### src/rtl/srr_pkg.sv
// Package for the sticky round-robin dispatcher.
// Holds payload widths, register reset value and parameter defaults.
// No dependencies; every other file imports it.
`default_nettype none

package srr_pkg;

   // payload widths fixed by the channel format
   localparam int TASK_ID_W = 32;
   localparam int LANE_W    = 4;
   localparam int CSR_W     = 5;

   // worker count after reset
   localparam logic [CSR_W-1:0] WORKER_COUNT_RESET = 5'd1;

   // defaults for the top level parameters
   localparam int MAX_WORKERS_DEF = 16;
   localparam int TABLE_DEPTH_DEF = 64;
   localparam int ID_WIDTH_DEF    = 32;

endpackage

`default_nettype wire

### src/rtl/srr_if.sv
// Valid/ready channel interfaces for dispatch requests and responses.
// Depends on srr_pkg for the payload widths.
`default_nettype none

interface srr_req_if import srr_pkg::*; ();
   logic                 valid;
   logic                 ready;
   logic [TASK_ID_W-1:0] task_id;

   modport source (output valid, output task_id, input ready);
   modport sink   (input valid, input task_id, output ready);
endinterface

interface srr_rsp_if import srr_pkg::*; ();
   logic              valid;
   logic              ready;
   logic [LANE_W-1:0] lane;
   logic              was_known;
   logic              table_full;

   modport source (output valid, output lane, output was_known, output table_full,
                   input ready);
   modport sink   (input valid, input lane, input was_known, input table_full,
                   output ready);
endinterface

`default_nettype wire

### src/rtl/sticky_round_robin_dispatch_top.sv
// Top level of the sticky round-robin dispatcher: worker count register,
// dispatch sequencer and affinity table memory.
// Depends on srr_pkg, srr_if, srr_table and srr_ctrl.
//
//   channel | direction | payload                        | handshake
//   req     | in        | task_id[31:0]                  | valid / ready
//   rsp     | out       | lane[3:0], was_known, table_full | valid / ready
//   csr     | in        | worker_count[4:0]              | csr_wr_en, no wait
//
// A new key is compared with every recorded key before it gets a lane,
// fill being the number of recorded keys; a hit on entry k ends the scan early.
// The table scan reads one entry per cycle.
// Reset clears the fill count, the token and the response register; the table
// memory needs no clearing since entries at or above the fill count are unused.
// A response waiting on rsp.ready does not block the next request; only the
// finish step of that next request waits for the response slot.
`default_nettype none

module sticky_round_robin_dispatch_top import srr_pkg::*; #(
   parameter int MAX_WORKERS = MAX_WORKERS_DEF,
   parameter int TABLE_DEPTH = TABLE_DEPTH_DEF,
   parameter int ID_WIDTH    = ID_WIDTH_DEF
) (
   input  wire logic             clock,
   input  wire logic             reset,
   srr_req_if.sink               req,
   srr_rsp_if.source             rsp,
   input  wire logic             csr_wr_en,
   input  wire logic [CSR_W-1:0] csr_wr_data
);

   localparam int AW    = $clog2(TABLE_DEPTH);
   localparam int TOK_W = $clog2(MAX_WORKERS);

   logic [CSR_W-1:0]    worker_count_ff;
   logic                tbl_wr_en;
   logic [AW-1:0]       tbl_wr_addr;
   logic [ID_WIDTH-1:0] tbl_wr_key;
   logic [TOK_W-1:0]    tbl_wr_lane;
   logic [AW-1:0]       tbl_rd_addr;
   logic [ID_WIDTH-1:0] tbl_rd_key;
   logic [TOK_W-1:0]    tbl_rd_lane;

   // hold worker count register
   always_ff @(posedge clock) begin
      if (reset) begin
         worker_count_ff <= WORKER_COUNT_RESET;
      end else if (csr_wr_en) begin
         worker_count_ff <= csr_wr_data;
      end
   end

   srr_ctrl #(
      .MAX_WORKERS (MAX_WORKERS),
      .TABLE_DEPTH (TABLE_DEPTH),
      .ID_WIDTH    (ID_WIDTH)
   ) u_ctrl (
      .clock        (clock),
      .reset        (reset),
      .worker_count (worker_count_ff),
      .req          (req),
      .rsp          (rsp),
      .tbl_wr_en    (tbl_wr_en),
      .tbl_wr_addr  (tbl_wr_addr),
      .tbl_wr_key   (tbl_wr_key),
      .tbl_wr_lane  (tbl_wr_lane),
      .tbl_rd_addr  (tbl_rd_addr),
      .tbl_rd_key   (tbl_rd_key),
      .tbl_rd_lane  (tbl_rd_lane)
   );

   srr_table #(
      .TABLE_DEPTH (TABLE_DEPTH),
      .ID_WIDTH    (ID_WIDTH),
      .LANE_BITS   (TOK_W)
   ) u_table (
      .clock      (clock),
      .wr_en      (tbl_wr_en),
      .wr_addr    (tbl_wr_addr),
      .wr_key     (tbl_wr_key),
      .wr_lane    (tbl_wr_lane),
      .rd_addr    (tbl_rd_addr),
      .rd_key_ff  (tbl_rd_key),
      .rd_lane_ff (tbl_rd_lane)
   );

endmodule

`default_nettype wire

### src/rtl/srr_table.sv
// Affinity table memory: one write port, one read port, registered read data.
// Each entry holds a task key and its assigned lane. Depends on srr_pkg.
`default_nettype none

module srr_table import srr_pkg::*; #(
   parameter int TABLE_DEPTH = TABLE_DEPTH_DEF,
   parameter int ID_WIDTH    = ID_WIDTH_DEF,
   parameter int LANE_BITS   = 4
) (
   input  wire logic                           clock,
   input  wire logic                           wr_en,
   input  wire logic [$clog2(TABLE_DEPTH)-1:0] wr_addr,
   input  wire logic [ID_WIDTH-1:0]            wr_key,
   input  wire logic [LANE_BITS-1:0]           wr_lane,
   input  wire logic [$clog2(TABLE_DEPTH)-1:0] rd_addr,
   output logic      [ID_WIDTH-1:0]            rd_key_ff,
   output logic      [LANE_BITS-1:0]           rd_lane_ff
);

   logic [ID_WIDTH-1:0]  key_mem  [TABLE_DEPTH];
   logic [LANE_BITS-1:0] lane_mem [TABLE_DEPTH];

   // write entry, register read data
   always_ff @(posedge clock) begin
      if (wr_en) begin
         key_mem[wr_addr]  <= wr_key;
         lane_mem[wr_addr] <= wr_lane;
      end
      rd_key_ff  <= key_mem[rd_addr];
      rd_lane_ff <= lane_mem[rd_addr];
   end

endmodule

`default_nettype wire

### src/rtl/srr_ctrl.sv
// Dispatch sequencer: scans the affinity table one entry per cycle, assigns
// round-robin lanes to new keys, records them and holds the response.
// Depends on srr_pkg and the channel interfaces in srr_if.
`default_nettype none

module srr_ctrl import srr_pkg::*; #(
   parameter int MAX_WORKERS = MAX_WORKERS_DEF,
   parameter int TABLE_DEPTH = TABLE_DEPTH_DEF,
   parameter int ID_WIDTH    = ID_WIDTH_DEF
) (
   input  wire logic                                  clock,
   input  wire logic                                  reset,
   input  wire logic [CSR_W-1:0]                      worker_count,
   srr_req_if.sink                                    req,
   srr_rsp_if.source                                  rsp,
   output logic                                       tbl_wr_en,
   output logic      [$clog2(TABLE_DEPTH)-1:0]        tbl_wr_addr,
   output logic      [ID_WIDTH-1:0]                   tbl_wr_key,
   output logic      [$clog2(MAX_WORKERS)-1:0]        tbl_wr_lane,
   output logic      [$clog2(TABLE_DEPTH)-1:0]        tbl_rd_addr,
   input  wire logic [ID_WIDTH-1:0]                   tbl_rd_key,
   input  wire logic [$clog2(MAX_WORKERS)-1:0]        tbl_rd_lane
);

   localparam int AW    = $clog2(TABLE_DEPTH);
   localparam int TOK_W = $clog2(MAX_WORKERS);
   localparam int CNT_W = (TOK_W > CSR_W) ? TOK_W + 1 : CSR_W + 1;

   typedef enum logic [1:0] {ST_IDLE, ST_SCAN, ST_FINISH} state_type;

   state_type        state_ff;
   logic [ID_WIDTH-1:0] key_ff;
   logic [AW-1:0]    rd_idx_ff;
   logic             hit_ff;
   logic [TOK_W-1:0] hit_lane_ff;
   logic [AW:0]      fill_ff;
   logic [TOK_W-1:0] token_ff;
   logic             rsp_valid_ff;
   logic [LANE_W-1:0] rsp_lane_ff;
   logic             rsp_known_ff;
   logic             rsp_full_ff;

   logic [CNT_W-1:0] wc_ext;
   logic [CNT_W-1:0] lanes_used;
   logic [CNT_W-1:0] tok_ext;
   logic [CNT_W-1:0] tok_lane;
   logic [CNT_W-1:0] tok_inc;
   logic [TOK_W-1:0] token_in;
   logic             slot_free;
   logic             key_match;
   logic             scan_last;
   logic             table_has_room;

   // clamp worker count to 1..MAX_WORKERS
   always_comb begin
      wc_ext = CNT_W'(worker_count);
      if (wc_ext == '0) begin
         lanes_used = CNT_W'(1);
      end else if (wc_ext > CNT_W'(MAX_WORKERS)) begin
         lanes_used = CNT_W'(MAX_WORKERS);
      end else begin
         lanes_used = wc_ext;
      end
   end

   // pick lane from token, advance and wrap
   always_comb begin
      tok_ext  = CNT_W'(token_ff);
      tok_lane = (tok_ext >= lanes_used) ? '0 : tok_ext;
      tok_inc  = tok_lane + CNT_W'(1);
      token_in = (tok_inc >= lanes_used) ? '0 : TOK_W'(tok_inc);
   end

   assign slot_free      = !rsp_valid_ff || rsp.ready;
   assign key_match      = (tbl_rd_key == key_ff);
   assign scan_last      = ((AW + 1)'(rd_idx_ff) + (AW + 1)'(1)) == fill_ff;
   assign table_has_room = fill_ff < (AW + 1)'(TABLE_DEPTH);

   // table access: read ahead during scan, record new key on finish
   assign tbl_rd_addr = (state_ff == ST_SCAN) ? rd_idx_ff + AW'(1) : '0;
   assign tbl_wr_en   = (state_ff == ST_FINISH) && slot_free && !hit_ff && table_has_room;
   assign tbl_wr_addr = fill_ff[AW-1:0];
   assign tbl_wr_key  = key_ff;
   assign tbl_wr_lane = TOK_W'(tok_lane);

   assign req.ready      = (state_ff == ST_IDLE);
   assign rsp.valid      = rsp_valid_ff;
   assign rsp.lane       = rsp_lane_ff;
   assign rsp.was_known  = rsp_known_ff;
   assign rsp.table_full = rsp_full_ff;

   // sequencer state, token, fill count and response register
   always_ff @(posedge clock) begin
      if (reset) begin
         state_ff     <= ST_IDLE;
         fill_ff      <= '0;
         token_ff     <= '0;
         rsp_valid_ff <= 1'b0;
         hit_ff       <= 1'b0;
      end else begin
         // load a new response on finish, else drop the one taken
         if ((state_ff == ST_FINISH) && slot_free) begin
            rsp_valid_ff <= 1'b1;
         end else if (rsp.ready) begin
            rsp_valid_ff <= 1'b0;
         end
         unique case (state_ff)
            ST_IDLE: begin
               if (req.valid) begin
                  key_ff    <= ID_WIDTH'(req.task_id);
                  rd_idx_ff <= '0;
                  hit_ff    <= 1'b0;
                  state_ff  <= (fill_ff == '0) ? ST_FINISH : ST_SCAN;
               end
            end
            ST_SCAN: begin
               if (key_match) begin
                  hit_ff      <= 1'b1;
                  hit_lane_ff <= tbl_rd_lane;
                  state_ff    <= ST_FINISH;
               end else if (scan_last) begin
                  state_ff <= ST_FINISH;
               end else begin
                  rd_idx_ff <= rd_idx_ff + AW'(1);
               end
            end
            ST_FINISH: begin
               if (slot_free) begin
                  state_ff <= ST_IDLE;
                  if (hit_ff) begin
                     rsp_lane_ff  <= LANE_W'(hit_lane_ff);
                     rsp_known_ff <= 1'b1;
                     rsp_full_ff  <= 1'b0;
                  end else begin
                     rsp_lane_ff  <= LANE_W'(tok_lane);
                     rsp_known_ff <= 1'b0;
                     rsp_full_ff  <= !table_has_room;
                     token_ff     <= token_in;
                     if (table_has_room) begin
                        fill_ff <= fill_ff + (AW + 1)'(1);
                     end
                  end
               end
            end
            default: begin
               state_ff <= ST_IDLE;
            end
         endcase
      end
   end

endmodule

`default_nettype wire
### src/flat_wrapper.sv
// flat-port wrapper written by rule: the top's interface ports become plain ports
module sticky_round_robin_dispatch_top_flat import srr_pkg::*;
#(
   parameter int MAX_WORKERS = MAX_WORKERS_DEF,
   parameter int TABLE_DEPTH = TABLE_DEPTH_DEF,
   parameter int ID_WIDTH    = ID_WIDTH_DEF
)
  (clock, reset, csr_wr_en, csr_wr_data, req_valid, req_task_id, req_ready, rsp_valid, rsp_lane, rsp_was_known, rsp_table_full, rsp_ready);
  srr_req_if req_i ();
  srr_rsp_if rsp_i ();
  input  wire logic clock;
  input  wire logic reset;
  input  wire logic csr_wr_en;
  input  wire logic [CSR_W-1:0] csr_wr_data;
  input wire logic [$bits(req_i.valid)-1:0] req_valid;
  input wire logic [$bits(req_i.task_id)-1:0] req_task_id;
  output wire logic [$bits(req_i.ready)-1:0] req_ready;
  output wire logic [$bits(rsp_i.valid)-1:0] rsp_valid;
  output wire logic [$bits(rsp_i.lane)-1:0] rsp_lane;
  output wire logic [$bits(rsp_i.was_known)-1:0] rsp_was_known;
  output wire logic [$bits(rsp_i.table_full)-1:0] rsp_table_full;
  input wire logic [$bits(rsp_i.ready)-1:0] rsp_ready;
  assign req_i.valid = req_valid;
  assign req_i.task_id = req_task_id;
  assign req_ready = req_i.ready;
  assign rsp_valid = rsp_i.valid;
  assign rsp_lane = rsp_i.lane;
  assign rsp_was_known = rsp_i.was_known;
  assign rsp_table_full = rsp_i.table_full;
  assign rsp_i.ready = rsp_ready;
  sticky_round_robin_dispatch_top #(.MAX_WORKERS(MAX_WORKERS), .TABLE_DEPTH(TABLE_DEPTH), .ID_WIDTH(ID_WIDTH)) u_core (.clock(clock), .reset(reset), .req(req_i), .rsp(rsp_i), .csr_wr_en(csr_wr_en), .csr_wr_data(csr_wr_data));
endmodule
### config.mk
export PLATFORM = sky130hd
export DESIGN_NAME = sticky_round_robin_dispatch_top_flat
export DESIGN_NICKNAME = d
export VERILOG_FILES = /design/src/rtl/srr_pkg.sv /design/src/rtl/srr_if.sv /design/src/rtl/sticky_round_robin_dispatch_top.sv /design/src/rtl/srr_table.sv /design/src/rtl/srr_ctrl.sv /design/src/flat_wrapper.sv
export SDC_FILE = /design/constraint.sdc
export NUM_CORES = 2
export LEC_CHECK = 0
export BUFFER_PORTS_ARGS = -buffer_cell sky130_fd_sc_hd__buf_4
export CAP_MARGIN = 20
export CORE_ASPECT_RATIO = 1.4
export CORE_UTILIZATION = 57
export CTS_CLUSTER_DIAMETER = 150
export DETAILED_ROUTE_END_ITERATION = 16
export GPL_TIMING_DRIVEN = 0
export PLACE_DENSITY = 0.79
export SLEW_MARGIN = 5
export SYNTH_ARGS = -nofsm -noshare
export SYNTH_HDL_FRONTEND = slang
export SYNTH_HIERARCHICAL = 1
export SYNTH_SLANG_ARGS = --single-unit
export TNS_END_PERCENT = 30
### constraint.sdc
create_clock -name clock -period 4.9 [get_ports clock]
set_clock_uncertainty 0.15 [all_clocks]
set_input_delay 0.735 -clock clock [delete_from_list [all_inputs] [get_ports clock]]
set_output_delay 0.735 -clock clock [all_outputs]
set_load 0.02 [all_outputs]
==> out/results.ini <==
[outcome]
status=finished with violations
violations=setup timing

[synthesis]
syn-cell-area_um2=91400
synth_warnings=6
ys_types=51
yosysTopAreaCellShare_pct=77.3
synth_nets=4090
syn_inst=4035
synthTopCellsByArea=edfxtp_1 (77%), mux4_2 (14%), dfxtp_1 (1.2%)
synth_ff_type=edfxtp_1
async_flop_share_pct=0
synth_area_per_cell_um2=22.6
ys_seq_area_share_pct=78.5
ys_ff_latch=2408
synth_edf_count=2352
synth_area_leader_cell=edfxtp_1

[finish]
final_cells=6769
final_util_pct=66.6
final_cell_area_um2=106000
syn_to_final_growth_pct=15.9
nets=4553
drive_above_1_share_pct=28.9

[floorplanning]
die_area_um2=162000
die_w_um=340
start_util_pct=57.5
dieHeight_um=476
core_um2=159000
rows=173
ios=50

[placement]
place.gp.congestion=0.922
place_ws_ps=-607
post_dp_cell_area_um2=98900
io_buffers=48
post-dp-hpwl_um=174000
dp_cells=6350

[detailed_routing]
wirelength_um=289000
avgRoutedWirePerCell_um=42.7
drtIter0Drc=9370
drc=0
dr.pass1.iters=9
drtAntennaViolNets=0
detail_route.vias_per_cell=7.52
vias=50900

[sta]
finalCritPeriodShare_pct=107
timing.fmax_mhz=191
setup_violations=12
min_period_ps=5240
drv_slew=0
tns_ps=-1560
final-hold-violation-count=0
rsz0062_at_grt=true
setup_slack_ps=-342
whs_ps=22.4
slew_headroom_pct=18.1
tightest_slew_ps=1230

[global_routing]
grt_max_degree=67
grt_overflow=0
grt_pass1_vias=50900
antenna_found_initial=19
grt_pass1_wl_um=396000
track_usage_pct=36.1

[pwr]
intPower_mw=32.2
p_sw_mw=9.01
leakage_nw=32.2
p_total_mw=41.2
p_sw_share_pct=21.8
clockPowerShare_pct=39.0
power_frac_seq_pct=55.4
p_comb_share_pct=5.6
peakVddDrop_mv=0.331
powerDensity_nw_per_um2=389

[setup_path]
critPathKind=flop to flop
endpoint_kind=flop
max_stage_delay_ps=990
cp_max_fo=10
cp_slowest_cell=clkdlybuf4s15_1
crit_required_ps=5480
crit_family=buffers and inverters
crit_chain=ha_1 > xnor2_1 > nor2_4 > buf_4 > nor2b_1 > clkbuf_1 > clkdlybuf4s15_1 > a22oi_1 > nand2_1 > o22ai_1 > nor2_1
cp_num_buf_inv=3
start_kind=flop
arrival_ps=5820

[cts]
clk_path_buf_depth=3
cts-root-buf=clkbuf_16
clock_latency_ps=870
cts-htree-levels=4
cts_sinks=2408
cts_tree=done
cts_buffers=198
clkTransAtPathRegs_ps=70

[hold_path]
hold_class=primary input to flop

[flow_run]
drv_cap=0

==> Yosys cell counts (2+ instances only) <==
cell      instances
a211o_1           2
a211oi_1         25
a21oi_1          59
a221oi_1         61
a22o_1           43
a22oi_1          50
and2_1            4
and3_1            2
buf_1             7
buf_2            57
buf_4            47
buf_6            30
clkbuf_1         77
dfxtp_1          56
edfxtp_1       2352
ha_1             13
inv_1            11
mux2_2           37
mux2i_1          49
mux4_2          562
nand2_1          57
nand2b_1         10
nand3_1          21
nand3b_1          7
nand4_1          14
nor2_1          153
nor2b_1          14
nor3_1            4
nor4_1            3
o21a_1            2
o21ai_0          15
o221ai_1         18
o22ai_1          93
o31ai_1           8
or2_2             3
or3_1             3
or3b_2            4
xnor2_1          40
xor2_1           10
==> placed cells by master, fill, tap and decap left out, types with 66 or more instances in the layout <==
cell,synthesis,final
nor2_1,153,86
buf_16,0,94
buf_12,0,67
clkbuf_1,77,101
mux4_2,562,562
edfxtp_1,2352,2352
clkbuf_16,0,203
o22ai_1,93,93
nor2_4,0,66
buf_4,47,102
==> state kept, by name, indices dropped and copies added, names as in the netlist <==
name,count
u_core/u_ctrl/fill_ff,7
u_core/u_ctrl/hit_ff,1
u_core/u_ctrl/hit_lane_ff,4
u_core/u_ctrl/rd_idx_ff,6
u_core/u_ctrl/rsp.lane,4
u_core/u_ctrl/rsp.table_full,1
u_core/u_ctrl/rsp.valid,1
u_core/u_ctrl/rsp.was_known,1
u_core/u_ctrl/state_ff,2
u_core/u_ctrl/tbl_wr_key,32
u_core/u_ctrl/token_ff,4
u_core/u_table/key_mem,2048
u_core/u_table/lane_mem,256
u_core/u_table/rd_key_ff,32
u_core/u_table/rd_lane_ff,4
u_core/worker_count_ff,5
==> cells by family (layout without fill, tap and decap cells) <==
kind of cell	count (synthesis)	in the layout	synth area share, %
multiplexers	648	648	14.8
buffers and inverters	229	855	1.46
AND/OR/NAND/NOR	305	305	1.51
other	0	8	0
AO/OA/AOI/OAI	381	381	2.97
adder cells (fa/ha/maj)	13	13	0.178
XOR/XNOR	51	51	0.504
flip-flops	2408	2408	78.5
==> final timing paths <==
path | start | endpoint | slack (ps) | cells past startpoint
setup / recovery | u_core/u_ctrl/rd_idx_ff[0] | u_core/u_table/rd_key_ff[17] | -340 | 11
hold / removal | csr_wr_en | u_core/worker_count_ff[1] | 20 | 3
setup reg to reg | u_core/u_ctrl/rd_idx_ff[0] | u_core/u_table/rd_key_ff[17] | -340 | 11
hold reg to reg | u_core/u_table/rd_lane_ff[3] | u_core/u_ctrl/hit_lane_ff[3] | 260 | 0
==> routing by layer <==
metal	up-vias	GRT usage, %	share of wire, %
li1	18100	-	-
met1	25200	40.1	28
met2	5780	55.6	46
met3	1770	12.5	15
met4	16	31.1	11
met5	-	0.327	0.058
==> tightest hold or removal path: stages <==
cell	delay (ps)
buf_6	110
mux2i_1	70
nor2_1	70
==> timing repair <==
action	4_1_cts	5_1_grt
pin swaps	0	1
hold buffers	39	0
resized for setup	3	14
endpoints found under the setup margin	9	25
hold endpoints to repair	37	0
buffers inserted	0	6
==> power groups by stage <==
stage,Combinational [mW],Sequential (mW),Clock (mW)
CTS,2.17,22.8,16.1
global route,2.32,22.8,16.7
floorplan,1.02,23.3,0
global placement,1.60,23.5,0
finish,2.31,22.8,16.1
detailed placement,2.07,23.3,0
==> final cells by class <==
type | count | area [µm²]
Sequential cell | 2408 | 71700
Fill cell | 8983 | 53000
Multi-Input combinational cell | 1398 | 18800
Clock buffer | 242 | 5340
Timing Repair Buffer | 263 | 4850
Tap cell | 2100 | 2630
Buffer | 218 | 1300
Clock inverter | 121 | 1120
Inverter | 11 | 41.3
Antenna cell | 8 | 20.0
Note: power is estimated with default switching activity, not from simulation.
